### config.mk
export PLATFORM = sky130hd
export DESIGN_NAME = touch_contact_slot_tracker_core
export DESIGN_NICKNAME = d
export VERILOG_FILES = /design/src/hw/rtl/tcst_pkg.sv /design/src/hw/rtl/touch_contact_slot_tracker_core.sv /design/src/hw/rtl/tcst_cell.sv /design/src/hw/rtl/tcst_scale.sv
export SDC_FILE = /design/constraint.sdc
export NUM_CORES = 2
export LEC_CHECK = 0
export ABC_CLOCK_PERIOD_IN_PS = 19300
export BUFFER_PORTS_ARGS = -buffer_cell sky130_fd_sc_hd__clkbuf_2
export CAP_MARGIN = 20
export CORE_ASPECT_RATIO = 1.25
export CORE_MARGIN = 2
export CORE_UTILIZATION = 50
export CTS_CLUSTER_DIAMETER = 150
export DETAILED_ROUTE_END_ITERATION = 6
export GPL_TIMING_DRIVEN = 0
export PLACE_DENSITY = 0.72
export SLEW_MARGIN = 40
export SYNTH_ARGS = -nofsm -noshare
export SYNTH_HDL_FRONTEND = slang
export SYNTH_SLANG_ARGS = --single-unit
### constraint.sdc
create_clock -name clock -period 19.3 [get_ports clock]
set_input_delay 0.965 -clock clock [delete_from_list [all_inputs] [get_ports clock]]
set_output_delay 0.965 -clock clock [all_outputs]
set_load 0.03 [all_outputs]
### src/hw/rtl/tcst_pkg.sv
// Shared types and constants for the touch contact slot tracker.
// Used by tcst_cell, the core and the testbench.
package tcst_pkg;

   localparam int SLOT_W = 5;
   localparam int ID_W   = 64;
   localparam int OP_W   = 2;

   localparam logic [OP_W-1:0] OP_DOWN   = 2'd0;
   localparam logic [OP_W-1:0] OP_MOTION = 2'd1;
   localparam logic [OP_W-1:0] OP_UP     = 2'd2;
   localparam logic [OP_W-1:0] OP_CANCEL = 2'd3;

   localparam logic [1:0] REG_WIDTH  = 2'd0;
   localparam logic [1:0] REG_HEIGHT = 2'd1;
   localparam logic [1:0] REG_ENABLE = 2'd2;

   // search token walking down the slot chain
   typedef struct packed {
      logic              valid;
      logic [OP_W-1:0]   op;
      logic [ID_W-1:0]   id;
      logic              hit;
      logic [SLOT_W-1:0] hit_idx;
      logic              free_seen;
      logic [SLOT_W-1:0] free_idx;
   } tok_type;

   // table update broadcast to every cell
   typedef struct packed {
      logic              en;
      logic              set;
      logic [SLOT_W-1:0] idx;
      logic [ID_W-1:0]   id;
   } wr_type;

endpackage

### src/hw/rtl/touch_contact_slot_tracker_core.sv
// Touch contact slot tracker: top level with register port and slot chain.
// Depends on tcst_pkg, tcst_cell and tcst_scale.
//
// Usage: raise start with an event on the req_ ports; it is taken at a
// clock edge where start is high and busy is low. busy then stays high
// while a search token walks the row of MAX_TOUCHES slot cells, one cell
// per cycle. After the last cell the table update is broadcast to all
// cells and the result is registered: rsp_strobe is high for exactly one
// cycle, and busy drops in that same cycle. The next event can be taken
// at the edge that ends the strobe cycle, so events never overlap.
// The receiver has no way to stall; each result must be taken as shown.
// Window extents and the enable bit live in APB-style registers at byte
// addresses 0, 4 and 8; write them only while busy is low. When disabled
// an event still yields one result, all zero with rsp_accepted low.
// Reset (synchronous) frees every slot, clears the extents to zero and
// sets the enable bit.
module touch_contact_slot_tracker_core #(
   parameter int MAX_TOUCHES = 10
) (
   input  logic                        clock,
   input  logic                        reset,
   input  logic                        start,
   output logic                        busy,
   input  logic [1:0]                  req_opcode,
   input  logic [63:0]                 req_contact_id,
   input  logic [15:0]                 req_pos_x,
   input  logic [15:0]                 req_pos_y,
   input  logic signed [17:0]          req_delta_x,
   input  logic signed [17:0]          req_delta_y,
   output logic                        rsp_strobe,
   output logic                        rsp_accepted,
   output logic [1:0]                  rsp_event_kind,
   output logic                        rsp_slot_found,
   output logic [4:0]                  rsp_slot_index,
   output logic [13:0]                 rsp_abs_x,
   output logic [13:0]                 rsp_abs_y,
   output logic signed [15:0]          rsp_rel_x,
   output logic signed [15:0]          rsp_rel_y,
   input  logic                        psel,
   input  logic                        penable,
   input  logic                        pwrite,
   input  logic [3:0]                  paddr,
   input  logic [31:0]                 pwdata,
   output logic [31:0]                 prdata,
   output logic                        pready
);
   import tcst_pkg::*;

   logic [13:0]        width_ff;
   logic [13:0]        height_ff;
   logic               enable_ff;
   logic               csr_wr;
   logic               busy_ff;
   logic               accept;
   tok_type            tok_chain [0:MAX_TOUCHES];
   tok_type            tail;
   wr_type             wr;
   logic [13:0]        abs_x;
   logic [13:0]        abs_y;
   logic signed [15:0] rel_x;
   logic signed [15:0] rel_y;
   logic               found;
   logic [SLOT_W-1:0]  slot;

   logic               strobe_ff;
   logic               accepted_ff;
   logic [1:0]         kind_ff;
   logic               found_ff;
   logic [4:0]         slot_ff;
   logic [13:0]        abs_x_ff;
   logic [13:0]        abs_y_ff;
   logic signed [15:0] rel_x_ff;
   logic signed [15:0] rel_y_ff;

   // register port
   assign pready = 1'b1;
   assign csr_wr = psel && penable && pwrite && pready;

   always_ff @(posedge clock) begin
      if (reset) begin
         width_ff  <= '0;
         height_ff <= '0;
         enable_ff <= 1'b1;
      end else if (csr_wr) begin
         unique case (paddr[3:2])
            REG_WIDTH:  width_ff  <= pwdata[13:0];
            REG_HEIGHT: height_ff <= pwdata[13:0];
            REG_ENABLE: enable_ff <= pwdata[0];
            default: ;
         endcase
      end
   end

   always_comb begin
      unique case (paddr[3:2])
         REG_WIDTH:  prdata = {18'd0, width_ff};
         REG_HEIGHT: prdata = {18'd0, height_ff};
         REG_ENABLE: prdata = {31'd0, enable_ff};
         default:    prdata = '0;
      endcase
   end

   // event handshake
   assign accept = start && !busy_ff;
   assign busy   = busy_ff;

   always_ff @(posedge clock) begin
      if (reset) begin
         busy_ff <= 1'b0;
      end else if (accept) begin
         busy_ff <= 1'b1;
      end else if (tail.valid) begin
         busy_ff <= 1'b0;
      end
   end

   // inject a fresh search token at the head of the chain
   always_comb begin
      tok_chain[0]           = '0;
      tok_chain[0].valid     = accept;
      tok_chain[0].op        = req_opcode;
      tok_chain[0].id        = req_contact_id;
   end

   for (genvar k = 0; k < MAX_TOUCHES; k++) begin : g_cell
      tcst_cell #(
         .CELL_IDX(k)
      ) u_cell (
         .clock  (clock),
         .reset  (reset),
         .tok_in (tok_chain[k]),
         .tok_out(tok_chain[k+1]),
         .wr     (wr)
      );
   end

   assign tail = tok_chain[MAX_TOUCHES];

   tcst_scale u_scale_x (
      .clock  (clock),
      .load   (accept),
      .pos    (req_pos_x),
      .delta  (req_delta_x),
      .extent (width_ff),
      .abs_val(abs_x),
      .rel_val(rel_x)
   );

   tcst_scale u_scale_y (
      .clock  (clock),
      .load   (accept),
      .pos    (req_pos_y),
      .delta  (req_delta_y),
      .extent (height_ff),
      .abs_val(abs_y),
      .rel_val(rel_y)
   );

   // resolve the search once the token leaves the last cell
   always_comb begin
      found  = 1'b0;
      slot   = '0;
      wr     = '0;
      wr.id  = tail.id;
      unique case (tail.op)
         OP_DOWN: begin
            priority if (tail.hit) begin
               found = 1'b1;
               slot  = tail.hit_idx;
            end else if (tail.free_seen) begin
               found  = 1'b1;
               slot   = tail.free_idx;
               wr.en  = 1'b1;
               wr.set = 1'b1;
               wr.idx = tail.free_idx;
            end else begin
               found = 1'b0;
            end
         end
         OP_MOTION: begin
            found = tail.hit;
            slot  = tail.hit ? tail.hit_idx : '0;
         end
         OP_UP, OP_CANCEL: begin
            found  = tail.hit;
            slot   = tail.hit ? tail.hit_idx : '0;
            wr.en  = tail.hit;
            wr.set = 1'b0;
            wr.idx = tail.hit_idx;
         end
      endcase
      // drop the update unless this is a live, enabled transfer
      if (!tail.valid || !enable_ff) begin
         wr.en = 1'b0;
      end
   end

   always_ff @(posedge clock) begin
      if (reset) begin
         strobe_ff <= 1'b0;
      end else begin
         strobe_ff <= tail.valid;
      end
   end

   always_ff @(posedge clock) begin
      if (tail.valid) begin
         if (enable_ff) begin
            accepted_ff <= 1'b1;
            kind_ff     <= tail.op;
            found_ff    <= found;
            slot_ff     <= 5'(slot);
            abs_x_ff    <= abs_x;
            abs_y_ff    <= abs_y;
            rel_x_ff    <= rel_x;
            rel_y_ff    <= rel_y;
         end else begin
            accepted_ff <= 1'b0;
            kind_ff     <= '0;
            found_ff    <= 1'b0;
            slot_ff     <= '0;
            abs_x_ff    <= '0;
            abs_y_ff    <= '0;
            rel_x_ff    <= '0;
            rel_y_ff    <= '0;
         end
      end
   end

   assign rsp_strobe     = strobe_ff;
   assign rsp_accepted   = accepted_ff;
   assign rsp_event_kind = kind_ff;
   assign rsp_slot_found = found_ff;
   assign rsp_slot_index = slot_ff;
   assign rsp_abs_x      = abs_x_ff;
   assign rsp_abs_y      = abs_y_ff;
   assign rsp_rel_x      = rel_x_ff;
   assign rsp_rel_y      = rel_y_ff;

endmodule

### src/hw/rtl/tcst_cell.sv
// One slot of the contact table plus one stage of the search chain.
// Depends on tcst_pkg for the token and update types.
module tcst_cell #(
   parameter int CELL_IDX = 0
) (
   input  logic             clock,
   input  logic             reset,
   input  tcst_pkg::tok_type tok_in,
   output tcst_pkg::tok_type tok_out,
   input  tcst_pkg::wr_type  wr
);
   import tcst_pkg::*;

   localparam logic [SLOT_W-1:0] MY_IDX = SLOT_W'(CELL_IDX);

   logic [ID_W-1:0] slot_id_ff;
   logic [ID_W-1:0] slot_id_in;
   logic            used_ff;
   logic            used_in;
   tok_type         tok_ff;
   tok_type         tok_in_next;
   logic            wr_here;

   always_comb begin
      tok_in_next = tok_in;
      // lowest matching slot wins
      if (!tok_in.hit && used_ff && (slot_id_ff == tok_in.id)) begin
         tok_in_next.hit     = 1'b1;
         tok_in_next.hit_idx = MY_IDX;
      end
      if (!tok_in.free_seen && !used_ff) begin
         tok_in_next.free_seen = 1'b1;
         tok_in_next.free_idx  = MY_IDX;
      end
   end

   assign wr_here = wr.en && (wr.idx == MY_IDX);

   always_comb begin
      used_in    = used_ff;
      slot_id_in = slot_id_ff;
      if (wr_here) begin
         used_in    = wr.set;
         slot_id_in = wr.set ? wr.id : '0;
      end
   end

   always_ff @(posedge clock) begin
      if (reset) begin
         used_ff <= 1'b0;
         tok_ff  <= '0;
      end else begin
         used_ff <= used_in;
         tok_ff  <= tok_in_next;
      end
   end

   always_ff @(posedge clock) begin
      slot_id_ff <= slot_id_in;
   end

   assign tok_out = tok_ff;

endmodule

### src/hw/rtl/tcst_scale.sv
// Scales one axis of normalized position and delta to pixels.
// Standalone; products are registered at load, sign fixed on the way out.
module tcst_scale (
   input  logic               clock,
   input  logic               load,
   input  logic        [15:0] pos,
   input  logic signed [17:0] delta,
   input  logic        [13:0] extent,
   output logic        [13:0] abs_val,
   output logic signed [15:0] rel_val
);

   logic [17:0] delta_u;
   logic [17:0] dmag;
   logic [29:0] abs_prod_ff;
   logic [29:0] abs_prod_in;
   logic [31:0] rel_prod_ff;
   logic [31:0] rel_prod_in;
   logic        neg_ff;
   logic [15:0] rel_q;

   assign delta_u     = unsigned'(delta);
   assign dmag        = delta_u[17] ? (18'd0 - delta_u) : delta_u;
   assign abs_prod_in = 30'(pos) * 30'(extent);
   assign rel_prod_in = 32'(dmag) * 32'(extent);

   always_ff @(posedge clock) begin
      if (load) begin
         abs_prod_ff <= abs_prod_in;
         rel_prod_ff <= rel_prod_in;
         neg_ff      <= delta_u[17];
      end
   end

   // magnitude stays below 2^15, so the negate never wraps
   assign rel_q   = rel_prod_ff[31:16];
   assign abs_val = abs_prod_ff[29:16];
   assign rel_val = signed'(neg_ff ? (16'd0 - rel_q) : rel_q);

endmodule

==> metrics.txt <==
Syn Area/Cell 11.4 sq um; CP max stage delay approximately 0.6 ns; most numerous cell in the Yosys netlist inv_1; met2 wire length between 100000 and 150000 um; post-synth top area share 27.8%; prevailing post-synth register cell dfxtp_1; Yosys reg bits 1551; Max Used Layer met5; # IOs 280; Worst Tran Pin Value 0.956 ns; Warnings, synthesis 0; Final setup viols 0; Syn-to-layout area delta 12.4%; antenna violations before repair 39; max-slew violation count 0; Worst-path clk slew 0.06 ns; Max Cap Violations 0; post-CTS setup buffers 0; GP Congestion between 0.9 and 1; post-synthesis cell type count slightly below 80; vias per cell between 5 and 6; Total GRT Usage 31.1%; Synth Area in XOR/XNOR 5.89%; Compound-Gate Fraction of Synth Area 3.95%; required time of the critical path 19.83 ns; post-DR wirelength/cell 26.1 um; endpoint class of the critical path flop; total wire length 264000 um; P_sw 1.62 mW; drt first pass iters 7; Cell Rows 167; Layout Nets 9004; DR DRC count 1; Fillers between 10k and 15k; internal power 5.24 mW; CTS root buffer clkbuf_16; violations in the final reports DRC; Num CTS Buffers 148; TritonCTS clock tree done; Yosys top cell by area edfxtp_1; post-synthesis mux area share less than 1%; CP most frequent cell fa_1; die area 170000 sq um; width of the die 369 um; fmax approximately 110 MHz; Slew HR 36.3%; min cycle time layout 8.76 ns; Initial Utilization ~50%; Overflow after GRT 0; RSZ-0062 raised after global routing no; final hold slack 0.369 ns; DRT met1 WL ~95000 um; largest family of logic cells by synthesized area adder cells; pin count of the biggest net entering global routing 36; Post-Route Setup TNS 0 ns; Skew-Pair Late Insertion Delay slightly above 0.8 ns; PortBufs 237; Via Count between 50k and 60k; Clock Skew 0.0371 ns; Flop pwr share 51.0%; adder-cell share of the synthesized area 22.6%; cts repair resizes 0; final hold violation count 0; clock sink count 1551; Synth Cell Area 83300 sq um; status finished with violations; Post-synth top cells inv_1 (985), dfxtp_1 (781), edfxtp_1 (770); number of flops mapped to enable cells by yosys a little under 800; layout cells sized above 1 8.46%; global-route wire length before repair 377000 um; Worst Setup Start Kind input pin; Async S/R FF share, synth 0%; Leak Pwr ~39 nW; Max Root-Sink Buffers 3; Iter 0 DRT Violations 5359; Max stage delay cell, worst path clkbuf_1; met3 routed WL 19900 um; Comb power frac 5.8%; Post-DRT Antenna Nets 0; H-tree level count 4; Post-Synth Simple-Gate Area 14.6%; post-synthesis sequential area ratio 46.5%; Clk pwr share a little over two fifths; Die H 460 um; hold_buf cts 0; switch share 23.6%; Register Area between 30000 and 40000 sq um; CORE AREA 166000 sq um; multi-input logic area 39900 sq um; Synth area leaders edfxtp_1 (28%), dfxtp_1 (19%), fa_1 (17%), ha_1 (5.6%), inv_1 (4.4%); Final Cycle Share 45.4%; Post-Synthesis Cells 7295; Max FO, Critical Path 10; PD cells 73.3 nW/um^2; vias in the first global route 56.7k; Min-Delay Path Class in -> reg; critical path arrival a little over 9 ns; worst vdd ir 0.105 mV; Final HPWL DP a little over 200000 um; kind of critical path in -> reg
routing by layer:
metal | vias to the layer above | GRT usage (%)
met2 | 2724 | 52.2
met1 | 27900 | 36.2
met5 | - | 0
li1 | 24300 | -
met3 | 800 | 5.48
met4 | 14 | 21.4
cells by family (layout without fill, tap and decap cells):
family	after synthesis	in the layout
simple gates	2295	2295
flops	1551	1551
buf+inv	1299	1861
fa+ha+maj	1080	1080
xor+xnor	560	560
compound gates	466	466
mux	42	42
other cells	2	31
critical path: cells and delay by family:
family | cells | cell delay, ns
XOR/XNOR | 2 | 0.71
buffers and inverters | 7 | 1.42
AO/OA/AOI/OAI | 7 | 2.15
AND/OR/NAND/NOR | 3 | 0.47
adder cells (fa/ha/maj) | 8 | 3.56
registers in the layout, indices dropped and copies added, names as in the netlist, 10 cells and up:
signal and count:
g_cell.u_cell.slot_id_ff 640, g_cell.u_cell.tok_out 740, g_cell.u_cell.used_ff 10, height_ff 14, rsp_abs_x 14, rsp_abs_y 14, rsp_rel_x 16, rsp_rel_y 16
u_scale_x.abs_prod_ff 14, u_scale_x.rel_prod_ff 16, u_scale_y.abs_prod_ff 14, u_scale_y.rel_prod_ff 16, width_ff 14
cell usage in the layout (no fill, tap or decap), types with 47 or more instances in the layout:
| cell | instances |
|---|---|
| xnor2_1 | 319 |
| fa_1 | 704 |
| o22ai_1 | 70 |
| nand2_1 | 642 |
| dfxtp_1 | 780 |
| a21oi_1 | 92 |
| xor2_1 | 237 |
| nand4_1 | 87 |
| clkbuf_2 | 256 |
| clkbuf_16 | 156 |
| clkbuf_1 | 288 |
| nor2b_1 | 567 |
| and2_2 | 58 |
| ha_1 | 376 |
| a221oi_1 | 47 |
| nor2_1 | 230 |
| o21ai_0 | 48 |
| nor4_1 | 75 |
| and2_1 | 466 |
| edfxtp_1 | 770 |
| inv_1 | 985 |
cell type report:
class	count	area share [%]
diodes	11	0.0294
repair buffers	285	2.33
clock inverters	62	0.687
multi-input cells	4463	42.6
flip-flops and latches	1551	41.4
inverters	985	3.95
plain buffers	314	1.39
well taps	2197	2.94
clock buffers	215	4.65
worst paths after layout:
kind / startpoint / to / slack [ns] / depth (start not counted)
min reg2reg: g_cell[7].u_cell.tok_out[5] / g_cell[8].u_cell.tok_out[3] / 0.41 / 1
min: req_opcode[1] / g_cell[0].u_cell.tok_out[77] / 0.37 / 2
max: req_delta_x[0] / u_scale_x.rel_prod_ff[30] / 10.54 / 27
max reg2reg: height_ff[5] / u_scale_y.abs_prod_ff[28] / 11.45 / 21
metrics by stage:
step	cell area, sq um	worst slack [ns]	power [mW]	utilization, %	cells
floorplan	83400	11.09	3.79	-	7313
global placement	87300	9.93	3.95	52.7	9747
detailed placement	88600	9.86	3.96	53.4	9795
CTS	93600	10.68	6.88	56.5	10100
global route	93600	10.14	7.03	56.5	10100
finish	93600	10.54	6.86	56.5	10100
power groups by stage:
stage	Clock, mW	Combinational [mW]	Sequential [mW]
after floorplan	0	0.232	3.55
after global placement	0	0.379	3.57
after detailed placement	0	0.389	3.57
after CTS	2.99	0.392	3.50
after global routing	3.11	0.429	3.50
final	2.97	0.397	3.50
Power figures use the tool's default switching activity.
